<file path="src/hdl/puc_pkg.sv">
`default_nettype none

package puc_pkg;

  localparam int ITEMS_DEFAULT = 8;

  // Field widths of the two channels.
  localparam int OP_W     = 1;
  localparam int SLOT_W   = 3;
  localparam int VALUE_W  = 16;
  localparam int DIST_W   = 16;
  localparam int POS_W    = 3;
  localparam int CHOSEN_W = 3;

  localparam logic [OP_W-1:0] OP_LOAD    = 1'b0;
  localparam logic [OP_W-1:0] OP_ADVANCE = 1'b1;

  // Reciprocal scaling for the divide-by-radix in each cell. The sum that a cell
  // divides stays below 2^17 and the radix below 2^5, so 22 fraction bits are exact.
  localparam int RECIP_SHIFT = 22;

  // Carry that moves from one digit cell to the next more significant one.
  typedef struct packed {
    logic              valid;
    logic [DIST_W-1:0] carry;
  } puc_link_t;

endpackage

`default_nettype wire

</file>
<file path="src/hdl/puc_in_if.sv">
`default_nettype none

interface puc_in_if import puc_pkg::*; ();
  logic               valid;
  logic               ready;
  logic [OP_W-1:0]    op;
  logic [SLOT_W-1:0]  slot;
  logic [VALUE_W-1:0] value;
  logic [DIST_W-1:0]  distance;

  modport source (output valid, op, slot, value, distance, input ready);
  modport sink   (input valid, op, slot, value, distance, output ready);
endinterface

`default_nettype wire

</file>
<file path="src/hdl/puc_out_if.sv">
`default_nettype none

interface puc_out_if import puc_pkg::*; ();
  logic                valid;
  logic                ready;
  logic [POS_W-1:0]    out_position;
  logic [CHOSEN_W-1:0] chosen_index;
  logic [VALUE_W-1:0]  chosen_value;
  logic                last;
  logic                exhausted;

  modport source (output valid, out_position, chosen_index, chosen_value, last, exhausted,
                  input ready);
  modport sink   (input valid, out_position, chosen_index, chosen_value, last, exhausted,
                  output ready);
endinterface

`default_nettype wire

</file>
<file path="src/hdl/puc_cell.sv">
`default_nettype none

module puc_cell import puc_pkg::*; #(
  parameter int RADIX = 2,
  parameter int DIG_W = 3
) (
  input  logic             clk,
  input  logic             rst,
  input  puc_link_t        link_in,
  output puc_link_t        link_out,
  output logic [DIG_W-1:0] digit
);

  localparam int T_W   = DIST_W + 1;
  localparam int MUL_W = RECIP_SHIFT + 1;
  localparam int P_W   = T_W + MUL_W;
  localparam longint unsigned MULT = ((longint'(1) << RECIP_SHIFT) + RADIX - 1) / RADIX;
  localparam logic [MUL_W-1:0] MULT_V = MUL_W'(MULT);

  logic [T_W-1:0] total;
  logic [P_W-1:0] prod;
  logic [T_W-1:0] quo;
  logic [T_W-1:0] rem;

  // Digit plus incoming carry, split into the new digit and the carry upward.
  always_comb begin
    total = T_W'(digit) + T_W'(link_in.carry);
    prod  = P_W'(total) * P_W'(MULT_V);
    quo   = prod[RECIP_SHIFT +: T_W];
    rem   = total - (quo * T_W'(RADIX));
  end

  always_ff @(posedge clk) begin
    if (rst) begin
      link_out.valid <= 1'b0;
      digit          <= '0;
    end else begin
      link_out.valid <= link_in.valid;
      if (link_in.valid) begin
        digit          <= DIG_W'(rem);
        link_out.carry <= DIST_W'(quo);
      end
    end
  end

endmodule

`default_nettype wire

</file>
<file path="src/hdl/puc_select.sv">
`default_nettype none

module puc_select import puc_pkg::*; #(
  parameter int ITEMS = ITEMS_DEFAULT,
  parameter int IDX_W = 3
) (
  input  logic [ITEMS-1:0] used,
  input  logic [IDX_W-1:0] rank_digit,
  output logic [IDX_W-1:0] index
);

  logic [ITEMS-1:0] free;
  logic [ITEMS-1:0] below;

  // Each free position checks on its own whether exactly rank_digit free
  // positions lie below it; only one can match.
  always_comb begin
    free  = ~used;
    below = '0;
    index = '0;
    for (int j = 0; j < ITEMS; j++) begin
      below = '0;
      for (int m = 0; m < j; m++) begin
        below[m] = free[m];
      end
      if (free[j] && ($countones(below) == int'(rank_digit))) begin
        index = index | IDX_W'(j);
      end
    end
  end

endmodule

`default_nettype wire

</file>
<file path="src/hdl/permutation_unrank_stepper.sv">
// Channel  Dir  Fields                                                    Accepted when
// cmd      in   op, slot, value, distance                                 cmd.valid & cmd.ready
// result   out  out_position, chosen_index, chosen_value, last, exhausted result.valid & result.ready
//
// A load item writes its table slot and gives no result. An advance item passes through the carry input register,
// ripples its distance through the row of ITEMS digit cells, one cell per cycle, then is checked
// for overflow as it leaves cell 0, then gives ITEMS results at one per cycle while the result
// channel does not stall. An advance item that overflows the rank gives a single exhausted result.
// An advance item after the rank has saturated gives its single result without rippling.
// Reset (rst, synchronous) clears the rank and the saturation flag; table slots hold
// nothing defined until loaded. A stalled result holds its register and the emission.
`default_nettype none

module permutation_unrank_stepper import puc_pkg::*; #(
  parameter int ITEMS = ITEMS_DEFAULT
) (
  input  logic      clk,
  input  logic      rst,
  puc_in_if.sink    cmd,
  puc_out_if.source result
);

  localparam int IDX_W = (ITEMS > 1) ? $clog2(ITEMS) : 1;
  localparam logic [IDX_W-1:0] LAST_POS = IDX_W'(ITEMS - 1);

  typedef enum logic [1:0] {S_IDLE, S_RIPPLE, S_EXH, S_EMIT} state_t;

  state_t             state;
  logic               exh;
  puc_link_t          inject;
  puc_link_t          link [ITEMS];
  logic [IDX_W-1:0]   digit [ITEMS];
  logic [IDX_W-1:0]   pos;
  logic [ITEMS-1:0]   used;
  logic [IDX_W-1:0]   sel_idx;
  logic [VALUE_W-1:0] vtab [ITEMS];

  logic                res_valid;
  logic [POS_W-1:0]    res_pos;
  logic [CHOSEN_W-1:0] res_idx;
  logic [VALUE_W-1:0]  res_value;
  logic                res_last;
  logic                res_exh;

  logic accept;
  logic out_free;
  logic res_load;

  assign cmd.ready = (state == S_IDLE);
  assign accept    = cmd.valid && cmd.ready;
  assign out_free  = !res_valid || result.ready;
  assign res_load  = out_free && ((state == S_EXH) || (state == S_EMIT));

  assign result.valid        = res_valid;
  assign result.out_position = res_pos;
  assign result.chosen_index = res_idx;
  assign result.chosen_value = res_value;
  assign result.last         = res_last;
  assign result.exhausted    = res_exh;

  // Cell i holds the factorial digit of position i, radix ITEMS-i. The carry enters at
  // the least significant cell and leaves at cell 0 as the overflow.
  for (genvar i = 0; i < ITEMS; i++) begin : g_cell
    if (i == ITEMS - 1) begin : g_tail
      puc_cell #(.RADIX(ITEMS - i), .DIG_W(IDX_W)) u_cell (
        .clk     (clk),
        .rst     (rst),
        .link_in (inject),
        .link_out(link[i]),
        .digit   (digit[i])
      );
    end else begin : g_body
      puc_cell #(.RADIX(ITEMS - i), .DIG_W(IDX_W)) u_cell (
        .clk     (clk),
        .rst     (rst),
        .link_in (link[i+1]),
        .link_out(link[i]),
        .digit   (digit[i])
      );
    end
  end

  puc_select #(.ITEMS(ITEMS), .IDX_W(IDX_W)) u_select (
    .used      (used),
    .rank_digit(digit[pos]),
    .index     (sel_idx)
  );

  always_ff @(posedge clk) begin
    if (accept && (cmd.op == OP_LOAD) && (int'(cmd.slot) < ITEMS)) begin
      vtab[IDX_W'(cmd.slot)] <= cmd.value;
    end
  end

  always_ff @(posedge clk) begin
    if (rst) begin
      state        <= S_IDLE;
      exh          <= 1'b0;
      inject.valid <= 1'b0;
      res_valid    <= 1'b0;
      pos          <= '0;
      used         <= '0;
    end else begin
      inject.valid <= accept && (cmd.op == OP_ADVANCE) && !exh;
      if (res_load) begin
        res_valid <= 1'b1;
      end else if (result.ready) begin
        res_valid <= 1'b0;
      end
      case (state)
        S_IDLE: begin
          if (accept && (cmd.op == OP_ADVANCE)) begin
            if (exh) begin
              state <= S_EXH;
            end else begin
              inject.carry <= cmd.distance;
              state        <= S_RIPPLE;
            end
          end
        end
        S_RIPPLE: begin
          // Any carry out of the top digit means the rank reached ITEMS!.
          if (link[0].valid) begin
            if (link[0].carry != '0) begin
              exh   <= 1'b1;
              state <= S_EXH;
            end else begin
              used  <= '0;
              pos   <= '0;
              state <= S_EMIT;
            end
          end
        end
        S_EXH: begin
          if (out_free) begin
            res_pos   <= '0;
            res_idx   <= '0;
            res_value <= '0;
            res_last  <= 1'b1;
            res_exh   <= 1'b1;
            state     <= S_IDLE;
          end
        end
        S_EMIT: begin
          if (out_free) begin
            res_pos   <= POS_W'(pos);
            res_idx   <= CHOSEN_W'(sel_idx);
            res_value <= vtab[sel_idx];
            res_last  <= (pos == LAST_POS);
            res_exh   <= 1'b0;
            used      <= used | (ITEMS'(1) << sel_idx);
            pos       <= pos + 1'b1;
            if (pos == LAST_POS) begin
              state <= S_IDLE;
            end
          end
        end
        default: begin
          state <= S_IDLE;
        end
      endcase
    end
  end

endmodule

`default_nettype wire

</file>
<file path="src/flat_wrapper.sv">
// flat-port wrapper written by rule: the top's interface ports become plain ports
module permutation_unrank_stepper_flat import puc_pkg::*;
#(
  parameter int ITEMS = ITEMS_DEFAULT
)
  (clk, rst, cmd_valid, cmd_op, cmd_slot, cmd_value, cmd_distance, cmd_ready, result_valid, result_out_position, result_chosen_index, result_chosen_value, result_last, result_exhausted, result_ready);
  puc_in_if cmd_i ();
  puc_out_if result_i ();
  input  logic clk;
  input  logic rst;
  input wire logic [$bits(cmd_i.valid)-1:0] cmd_valid;
  input wire logic [$bits(cmd_i.op)-1:0] cmd_op;
  input wire logic [$bits(cmd_i.slot)-1:0] cmd_slot;
  input wire logic [$bits(cmd_i.value)-1:0] cmd_value;
  input wire logic [$bits(cmd_i.distance)-1:0] cmd_distance;
  output wire logic [$bits(cmd_i.ready)-1:0] cmd_ready;
  output wire logic [$bits(result_i.valid)-1:0] result_valid;
  output wire logic [$bits(result_i.out_position)-1:0] result_out_position;
  output wire logic [$bits(result_i.chosen_index)-1:0] result_chosen_index;
  output wire logic [$bits(result_i.chosen_value)-1:0] result_chosen_value;
  output wire logic [$bits(result_i.last)-1:0] result_last;
  output wire logic [$bits(result_i.exhausted)-1:0] result_exhausted;
  input wire logic [$bits(result_i.ready)-1:0] result_ready;
  assign cmd_i.valid = cmd_valid;
  assign cmd_i.op = cmd_op;
  assign cmd_i.slot = cmd_slot;
  assign cmd_i.value = cmd_value;
  assign cmd_i.distance = cmd_distance;
  assign cmd_ready = cmd_i.ready;
  assign result_valid = result_i.valid;
  assign result_out_position = result_i.out_position;
  assign result_chosen_index = result_i.chosen_index;
  assign result_chosen_value = result_i.chosen_value;
  assign result_last = result_i.last;
  assign result_exhausted = result_i.exhausted;
  assign result_i.ready = result_ready;
  permutation_unrank_stepper #(.ITEMS(ITEMS)) u_core (.clk(clk), .rst(rst), .cmd(cmd_i), .result(result_i));
endmodule
</file>
<file path="config.mk">
export PLATFORM = sky130hd
export DESIGN_NAME = permutation_unrank_stepper_flat
export DESIGN_NICKNAME = d
export VERILOG_FILES = /design/src/hdl/puc_pkg.sv /design/src/hdl/puc_in_if.sv /design/src/hdl/puc_out_if.sv /design/src/hdl/puc_cell.sv /design/src/hdl/puc_select.sv /design/src/hdl/permutation_unrank_stepper.sv /design/src/flat_wrapper.sv
export SDC_FILE = /design/constraint.sdc
export NUM_CORES = 1
export LEC_CHECK = 0
export BUFFER_PORTS_ARGS = -buffer_cell sky130_fd_sc_hd__clkbuf_2
export CAP_MARGIN = 40
export CORE_ASPECT_RATIO = 1.75
export CORE_MARGIN = 3
export CORE_UTILIZATION = 59
export CTS_CLUSTER_DIAMETER = 60
export DETAILED_ROUTE_END_ITERATION = 6
export HOLD_SLACK_MARGIN = 0.12
export PLACE_DENSITY = 0.81
export REMOVE_ABC_BUFFERS = 1
export SLEW_MARGIN = 20
export SYNTH_ARGS = -nofsm -noshare
export SYNTH_HDL_FRONTEND = slang
export SYNTH_HIERARCHICAL = 1
export SYNTH_SLANG_ARGS = --single-unit
</file>
<file path="constraint.sdc">
create_clock -name clk -period 7.6 [get_ports clk]
set_input_delay 0.76 -clock clk [delete_from_list [all_inputs] [get_ports clk]]
set_output_delay 0.76 -clock clk [all_outputs]
set_load 0.005 [all_outputs]
</file>
# Word-level counts from Yosys, hierarchy flattened
# Memory sizes are Yosys's and may differ from the RTL's.
# Index checks and enable logic that the tools add are counted.
[totals]
mem_count = 1
output_inout_bits = 26
in_bits = 40
ram_bits = 128
regBits = 209
[op_classes]
n_lt_le_gt_ge = 1
eq_ne = 17
multipliers = 8
bitwise = 6
shift = 1
n_mux = 43
n_reduce_logical = 34
addsub = 26
[mem_list]
columns = ["memory", "words", "word_bits", "read_ports", "rd_ports_with_merged_regs", "wr", "line_no", "source"]
rows = [
  ["u_core.vtab", 8, 16, 1, 0, 1, "permutation_unrank_stepper.sv:36", "logic [VALUE_W-1:0] vtab [ITEMS];"],
]
[ops]
columns = ["op", "n"]
rows = [
  ["$eq A32 B4 Y1", 5],
  ["$mul A16 B20 Y36 const B", 3],
  ["$add A3 B15 Y16", 4],
  ["$add A32 B1 Y32", 2],
  ["$add A3 B16 Y17", 3],
  ["$mul A17 B20 Y37 const B", 1],
  ["$mux W3", 12],
  ["$add A32 B32 Y32", 1],
  ["$mux W16", 2],
  ["$pmux W16 S2", 1],
  ["$mul A14 B3 Y3 const B", 2],
  ["$mux W8", 3],
  ["$sub A3 B3 Y3", 7],
  ["$pmux W3 S2", 3],
  ["$add A3 B16 Y16", 1],
  ["$mul A16 B2 Y3 const B", 1],
  ["$mux W2", 8],
  ["$pmux W8 S2", 1],
  ["$reduce_and A2 Y1", 8],
  ["$reduce_bool A16 Y1", 1],
  ["$mul A14 B2 Y2 const B", 1],
  ["$logic_and A1 B1 Y1", 12],
  ["$reduce_and A4 Y1", 3],
  ["$bmux W3 S3", 1],
  ["other kinds (28)", 50],
]

# Logic depth before layout (Yosys ltp)
# Gate-level depths: netlist of the first run.
[depth]
ltp_word = 17
ltp_mapped = 34
depth_no_buf = 34

# Modules after synthesis
# Netlist of the first run, hierarchy kept.
[modules_own_cells]
columns = ["mod", "n_inst", "seq_area_each_um2", "area_each_um2", "cells_per_inst"]
rows = [
  ["permutation_unrank_stepper", 1, 5365.1, 7134.3, 364],
  ["puc_cell at u_core.g_cell[5].g_body.u_cell", 1, 560.5, 5875.6, 598],
  ["puc_cell at u_core.g_cell[2].g_body.u_cell", 1, 530.5, 5686.7, 588],
  ["puc_cell at u_core.g_cell[3].g_body.u_cell", 1, 530.5, 5674.2, 581],
  ["puc_cell at u_core.g_cell[1].g_body.u_cell", 1, 530.5, 4919.7, 488],
  ["puc_cell at u_core.g_cell[0].g_body.u_cell", 1, 500.5, 925.9, 72],
  ["puc_cell at u_core.g_cell[6].g_body.u_cell", 1, 520.5, 892.1, 69],
  ["puc_cell at u_core.g_cell[4].g_body.u_cell", 1, 510.5, 872.1, 68],
  ["puc_cell at u_core.g_cell[7].g_tail.u_cell", 1, 500.5, 721.9, 48],
  ["puc_select", 1, 0.0, 584.3, 68],
]

# Worst setup path after synthesis of the first run
# Ideal clock, no wire load.
[synth_path]
kind = "register -> register"
start = "register u_core.g_cell[2].g_body.u_cell.digit[0]"
end = "register u_core.g_cell[2].g_body.u_cell.digit[2]"
arrival_time_ps = 7517
path_stages_with_launch = 32
path_slack_ps = -32
setup_ps = 115
required_ps = 7485
path_buffers = 0
cell_sequence = "dfxtp_1 > ha_1 > inv_1 > fa_1 > inv_1 > a21o_1 > nand2_1 > xnor2_1 > ha_1 > fa_1 > inv_1 > fa_1 > fa_1 > inv_1 > fa_1 > inv_1 > fa_1 > inv_1 > ha_1 > o211ai_1 > nor2_1 > nand3_1 > a211oi_1 > o22ai_1 > xnor2_1 > ha_1 > xnor2_1 > and3_1 > a221oi_1 > nand3_1 > or3b_1 > and3_1"
[synth_between]
elab_chain_cells = 4
[synth_lines]
columns = ["element", "line_no", "source"]
rows = [
  ["start: declaration", "puc_cell.sv:11", "output logic [DIG_W-1:0] digit"],
  ["start signal: assignment", "puc_cell.sv:40", "digit <= DIG_W'(rem);"],
  ["$add A3 B15 Y16", "puc_cell.sv:27", "total = T_W'(digit) + T_W'(link_in.carry);"],
  ["$mul A16 B20 Y36", "puc_cell.sv:28", "prod = P_W'(total) * P_W'(MULT_V);"],
  ["net u_core.g_cell[2].g_body.u_cell.prod[22]", "puc_cell.sv:21", "logic [P_W-1:0] prod;"],
  ["$mul A14 B2 Y2", "puc_cell.sv:30", "rem = total - (quo * T_W'(RADIX));"],
  ["$sub A3 B3 Y3", "puc_cell.sv:30", ""],
]
# The timed path passes the listed nets, and every way through them passes these cells.
# A chain may end at the register's enable or synchronous reset.

# Worst setup path in the final report of the first run
[layout_path]
start = "register u_core/g_cell[3].g_body.u_cell/link_out[0] (netlist name)"
end = "register u_core.g_cell[2].g_body.u_cell.digit[2]"
[layout_between]
elab_chain_cells = 4
[layout_lines]
columns = ["element", "line_no", "source"]
rows = [
  ["start: declaration", "puc_cell.sv:10", "output puc_link_t link_out,"],
  ["$add A3 B15 Y16", "puc_cell.sv:27", ""],
  ["$mul A16 B20 Y36", "puc_cell.sv:28", ""],
  ["net u_core.g_cell[2].g_body.u_cell.prod[22]", "puc_cell.sv:21", ""],
  ["$mul A14 B2 Y2", "puc_cell.sv:30", ""],
  ["$sub A3 B3 Y3", "puc_cell.sv:30", ""],
]
# The timed path passes the listed nets, and every way through them passes these cells.

==> qor.csv, run 1 <==
metric,value,unit
outcome,"complete, no violations",
Die H,320,µm
Post-DRT Antenna Nets,0,
crit path from,u_core/g_cell[3].g_body.u_cell/link_out[0],
final worst path period need,7580,ps
Detailed Route Iter0 Violations,1201,
Global Route met1 Usage,25.9,%
GRT Util Overall,26.8,%
RSZ-0062 raised after global routing,yes,
CTS sink count,332,
Final Hold Vio Count,0,
drt drc,0,
post-synthesis sequential area ratio,28.7,%
initial antenna violation count,2,
"Req. time, crit path",8040,ps
actual slew at the worst max-slew pin,1180,ps
Gate Count Post-Synth,2944,
FF-to-FF setup slack,20,ps
fmax,0.132,GHz
Post-synth EDFFs,290,
share of cells above drive strength 1,21.7,%
# setup viols final,0,
Hold Crit Class,in -> reg,
clock buffer depth,3,
power per cell area,288,nW/µm²
max_slew headroom,20.7,%
final wirelength,80000,µm
initial core utilization,60.0,%
setup_tns,0,ps
Clock Tree Root,clkbuf_16,
Max stage delay on crit path,550,ps
"FFs w/ async S/R, synth",0,%
busiest grt layer,met2,
first-pass GRT wire length,126000,µm
die area,59400,µm²
crit path DAT,8020,ps
Rows,114,
Layout area overhead,16.6,%
Routability Congestion,0.954,
largest area contributor in the netlist,edfxtp_1,
via count,23100,
most instantiated cells after synthesis,"inv_1, ha_1, fa_1, edfxtp_1, xnor2_1",
hpwl dp,62300,µm
io pins,66,
crit share post-route,99.8,%
cell with the most instances on the worst path,fa_1,
count of input and output buffers,65,
crit path kind,reg -> reg,
Final nets,4168,
Critical Path Sink Type,register,
met3 usage,3.29,%
CTS Buf Count,34,
First-pass DRT Iterations,7,
number of global-route vias before repair,25800,
CTS tree,yes,
WL per Instance,20.0,µm
maxcap violations,0,
min-delay src,cmd_distance[3],
clock skew,28.3,ps
M2 GR Usage,52.8,%
Final Max Slew Viols,0,
width of the die,186,µm
Critical R2R Launch,u_core/g_cell[3].g_body.u_cell/link_out[0],
critical path's slowest cell,fa_1,
Max rail drop VDD,0.521,mV
prevailing post-synth register cell,edfxtp_1,
largest fanout on the critical path,6,
"count leader, synth",inv_1,
largest net degree at the start of global routing,46,
Post-Syn Area per Cell,11.3,µm²
Synth Cell Area,33300,µm²
Yosys top cell area share,26.2,%
"FF+latch count, synth",332,
synth top area cells,"edfxtp_1, ha_1, fa_1, inv_1, xnor2_1",
core area,55500,µm²
Leakage Power,0.0180,µW
critical path launch point type,register,
Syn. warnings,6,
mean number of vias per cell,5.79,
"Distinct cells, synth",108,
Tot Pwr,11200,µW
grt ovf,0,
H-Tree Level Count,2,
"CTS clk-pin slew, worst paths",60,ps
"Clk Latency, worst-skew pair",550,ps
-- worst paths after layout --
kind | to | cells after the start
max reg2reg | u_core/g_cell[2].g_body.u_cell/digit[2] | 32
min | u_core/inject[3] | 1
max | u_core/g_cell[2].g_body.u_cell/digit[2] | 32
min reg2reg | u_core/g_cell[7].g_tail.u_cell/link_out[0] | 0
-- layer usage --
metal / vias to the layer above / part of all wire (%)
li1: 10600 / -
met1: 11500 / 32
met2: 706 / 57
met5: - / 0
met4: 0 / 7.3
met3: 326 / 3.6
-- repair_timing --
action	in CTS	in global routing
resized for setup	81	178
pin swaps	50	135
setup buffers	33	29
gates cloned	0	0
endpoints found under the setup margin	5	26
hold buffers	0	0
-- placed cells by master (no fill, tap or decap), types with 13 or more instances in the layout --
cell       instances
nor3_1            25
fa_1             306
xnor2_1           96
and3_1            28
clkbuf_2          65
nor2b_1           26
a21o_1            28
dfxtp_1           38
o21a_1            14
nand2_1           90
nand3_1           49
ha_1             494
buf_4            249
a21oi_1           75
nor2_1            97
xnor2_2           18
mux2i_1           30
inv_1            594
inv_2             34
o21ai_0           32
edfxtp_1         290
clkbuf_16         35
a211oi_1          15
ha_4              27
mux4_2            38
nand4_1           29
conb_1            17
nor2_2            13
nand2b_1          15
xor2_1            80
fa_2              19
-- stage by stage --
| stage | hold slack, ps | utilization, % | setup slack (ps) | instances | cell area (µm²) |
|---|---|---|---|---|---|
| after floorplan | 400 | - | -32.1 | 2903 | 33000 |
| after global placement | 410 | 64.4 | -180 | 3860 | 35700 |
| after detailed placement | 405 | 64.7 | -412 | 3871 | 35900 |
| after CTS | 360 | 68.1 | -33.7 | 3966 | 37800 |
| after global routing | 366 | 70.0 | -290 | 3994 | 38800 |
| final | 388 | 70.0 | 15.7 | 3995 | 38800 |
-- layout make-up --
cell class | count | area [µm²]
diodes | 2 | 5.00
clock buffers | 41 | 908
clock inverters | 21 | 285
fillers | 3570 | 16700
inverters | 628 | 2360
multi-input cells | 1943 | 22400
flip-flops and latches | 332 | 9550
well taps | 696 | 871
repair buffers | 332 | 2440
-- cells by family after synthesis --
group           share of synthesized area [%]
other cells                             0.101
simple gates                             7.85
compound gates                           6.56
buf+inv                                  7.94
xor+xnor                                 5.71
flops                                    28.7
fa+ha+maj                                39.5
mux                                      3.61
-- flip-flops by register name, indices dropped and copies added, names as in the netlist, 8 cells and up --
| signal | flops |
|---|---|
| u_core/g_cell.g_tail.u_cell/link_out | 17 |
| u_core/vtab | 128 |
| u_core/g_cell.g_body.u_cell/digit | 18 |
| u_core/result.chosen_value | 16 |
| u_core/inject | 17 |
| u_core/used | 8 |
| u_core/g_cell.g_body.u_cell/link_out | 113 |
-- report_power, final --
part           internal, µW  leakage [µW]  switching [µW]  total [µW]
combinational          3400        0.0145            3900        7300
clock                  1020      0.000575             752        1770
sequential             2090       0.00299            17.0        2110
total                  6510        0.0180            4670       11200
-- critical path, delay by kind of cell (launching register included) --
kind | cells | cell delay, ps
compound gates | 4 | 820
xor+xnor | 3 | 640
fa+ha+maj | 10 | 3680
buf+inv | 7 | 440
flops | 1 | 330
simple gates | 8 | 1550
No activity file was read; power rests on OpenSTA's default activity.
==> inputs of run 2 (changes only) <==
--- a/config.mk
+++ b/config.mk
@@ -7,13 +7,15 @@
 export LEC_CHECK = 0
 export BUFFER_PORTS_ARGS = -buffer_cell sky130_fd_sc_hd__clkbuf_2
 export CAP_MARGIN = 40
+export CELL_PAD_IN_SITES_DETAIL_PLACEMENT = 0
+export CELL_PAD_IN_SITES_GLOBAL_PLACEMENT = 1
 export CORE_ASPECT_RATIO = 1.75
 export CORE_MARGIN = 3
-export CORE_UTILIZATION = 59
+export CORE_UTILIZATION = 48
 export CTS_CLUSTER_DIAMETER = 60
 export DETAILED_ROUTE_END_ITERATION = 6
 export HOLD_SLACK_MARGIN = 0.12
-export PLACE_DENSITY = 0.81
+export PLACE_DENSITY = 0.74
 export REMOVE_ABC_BUFFERS = 1
 export SLEW_MARGIN = 20
 export SYNTH_ARGS = -nofsm -noshare
==> qor.csv, run 2 (synthesis results as in run 1) <==
metric,value,unit,change
actual slew at the worst max-slew pin,1350,ps,+175 ps
drt drc,0,,unchanged
"Non-Filler Cell Area, Final",39300,µm²,+1.2%
Critical R2R Launch,u_core/g_cell[6].g_body.u_cell/link_out[0],,
power per cell area,284,nW/µm²,-1.5%
Detailed Route Iter0 Violations,773,,-36%
Net Sw Frac,40.6,%,-1.2 points
Clock Tree Root,clkbuf_16,,
R2R depth,32,,unchanged
via count,22200,,-4.1%
NetSw,4520,µW,-3.1%
core area,68600,µm²,+24%
WL per Instance,17.9,µm,-11%
clock share of power,15.6,%,-0.2 points
"commonest non-fill, non-tap cell in the layout",inv_1,,
Tot Pwr,11100,µW,-0.38%
H-Tree Level Count,2,,unchanged
critical path launch point type,register,,
crit path to,u_core/g_cell[5].g_body.u_cell/digit[2],,
max FFs per register,128,,unchanged
Max rail drop VDD,0.778,mV,+49%
largest net degree at the start of global routing,46,,unchanged
"Req. time, crit path",8050,ps,about the same
"commonest non-fill, non-tap cells in the layout","inv_1, ha_1, buf_4",,
fmax,0.133,GHz,+0.53%
CTS tree,yes,,
Die H,354,µm,+11%
crit share post-route,99.3,%,-0.52 points
biggest regs,"u_core/vtab x128, u_core/g_cell.g_body.u_cell/link_out x113, u_core/g_cell.g_body.u_cell/digit x18",,
Internal Power,6620,µW,+1.6%
crit path DAT,7990,ps,-30 ps
final worst path period need,7540,ps,-39.7 ps
width of the die,205,µm,+11%
area of the multi-input gates,22100,µm²,-1.2%
Final nets,4235,,+1.6%
Post-Layout Cell Count,4266,,+6.8%
clock skew,37.2,ps,+8.93 ps
initial antenna violation count,2,,unchanged
CTS Buf Count,34,,unchanged
initial core utilization,48.5,%,-12 points
clock buffer depth,3,,unchanged
hpwl dp,64100,µm,+2.9%
count of input and output buffers,65,,unchanged
outcome,"complete, no violations",,
crit path kind,reg -> reg,,
RSZ-0062 raised after global routing,yes,,
register area,9550,µm²,about the same
"Clk Latency, worst-skew pair",560,ps,about the same
Rows,127,,+11%
sequential share of power,18.9,%,about the same
CTS sink count,332,,unchanged
Hold Crit Class,in -> reg,,
die area,72700,µm²,+22%
mean number of vias per cell,5.20,,-10%
Final Max Slew Viols,0,,unchanged
Leakage Power,0.0183,µW,+1.6%
Layout area overhead,18.0,%,
WHS,379,ps,-8.79 ps
io pins,66,,unchanged
Max stage delay on crit path,580,ps,+30 ps
final wirelength,76400,µm,-4.5%
number of global-route vias before repair,24800,,-3.9%
FF-to-FF setup slack,60,ps,+40 ps
Final Hold Vio Count,0,,unchanged
critical path's slowest cell,fa_1,,
Comb pwr share,65.5,%,+0.2 points
first-pass GRT wire length,125000,µm,-0.86%
dpl cell area,36800,µm²,+2.5%
GRT Util Overall,21.7,%,-5.1 points
max_slew headroom,8.98,%,-12 points
r2r endpoint,u_core/g_cell[5].g_body.u_cell/digit[2],,
First-pass DRT Iterations,5,,-2
Post-DRT Antenna Nets,0,,unchanged
Routability Congestion,0.892,,-6.5%
fill count,5857,,+64%
largest fanout on the critical path,4,,-2
grt ovf,0,,unchanged
Critical Path Sink Type,register,,
maxcap violations,0,,unchanged
crit path from,u_core/g_cell[6].g_body.u_cell/link_out[0],,
"CTS clk-pin slew, worst paths",60,ps,about the same
Cells after DPL,4162,,+7.5%
# setup viols final,0,,unchanged
Largest Register,u_core/vtab,,
share of cells above drive strength 1,22.4,%,+0.62 points
setup_tns,0,ps,unchanged
==> run 2: worst min-delay path by stage <==
stage | startpoint | to | slack (ps) | depth (start not counted)
final | cmd_distance[8] | u_core/inject[8] | 380 | 1
after global routing | cmd_distance[6] | u_core/inject[6] | 350 | 1
after CTS | cmd_distance[8] | u_core/inject[8] | 340 | 1
after detailed placement | u_core/inject[0] | u_core/g_cell[7].g_tail.u_cell/link_out[0] | 420 | 0
after global placement | u_core/inject[1] | u_core/g_cell[7].g_tail.u_cell/link_out[1] | 410 | 0
after floorplan | u_core/inject[0] | u_core/g_cell[7].g_tail.u_cell/link_out[0] | 400 | 0
==> run 2: area by class of cell <==
cell class | instances | area share (%)
diodes | 1 | 0.00637
clock buffers | 39 | 2.40
clock inverters | 21 | 0.624
inverters | 628 | 6.00
multi-input cells | 1943 | 56.3
flip-flops and latches | 332 | 24.3
well taps | 903 | 2.88
repair buffers | 399 | 7.43
==> run 2: timing repair <==
| action | 4_1_cts | 5_1_grt |
|---|---|---|
| hold buffers | 0 | 0 |
| pin swaps | 32 | 112 |
| resized for setup | 52 | 142 |
| setup buffers | 25 | 20 |
| cloned | 0 | 0 |
| setup endpoints to repair | 4 | 17 |
==> run 2: metal layers <==
layer	share of wire [%]	wire [µm]	track usage, %	up-vias
li1	-	-	-	10700
met1	35	26400	22.1	11000
met2	59	44700	44.3	308
met3	2.2	1660	1.97	153
met4	4.8	3650	7.94	0
met5	0	0	0	-
==> run 2: through the flow <==
| step | worst slack, ps | util, % |
|---|---|---|
| after floorplan | -32.1 | - |
| after global placement | -206 | 53.4 |
| after detailed placement | -342 | 53.6 |
| after CTS | -20.1 | 56.0 |
| after global routing | -331 | 57.2 |
| final | 55.4 | 57.2 |
==> run 2: worst max-delay path, delay by kind of cell (launching register included) <==
family                   cells  cell delay, ps
buffers and inverters        6             380
adder cells (fa/ha/maj)     11            4230
AO/OA/AOI/OAI                3             470
XOR/XNOR                     5            1130
flip-flops                   1             340
AND/OR/NAND/NOR              7             890
==> run 2: power groups by stage <==
stage	Clock, µW	Sequential, µW	Combinational (µW)
2_1_floorplan	0	2140	4200
3_3_place_gp	0	2150	6470
3_5_place_dp	0	2150	6590
4_1_cts	1790	2110	6910
5_1_grt	1860	2110	8120
6_report	1730	2110	7300
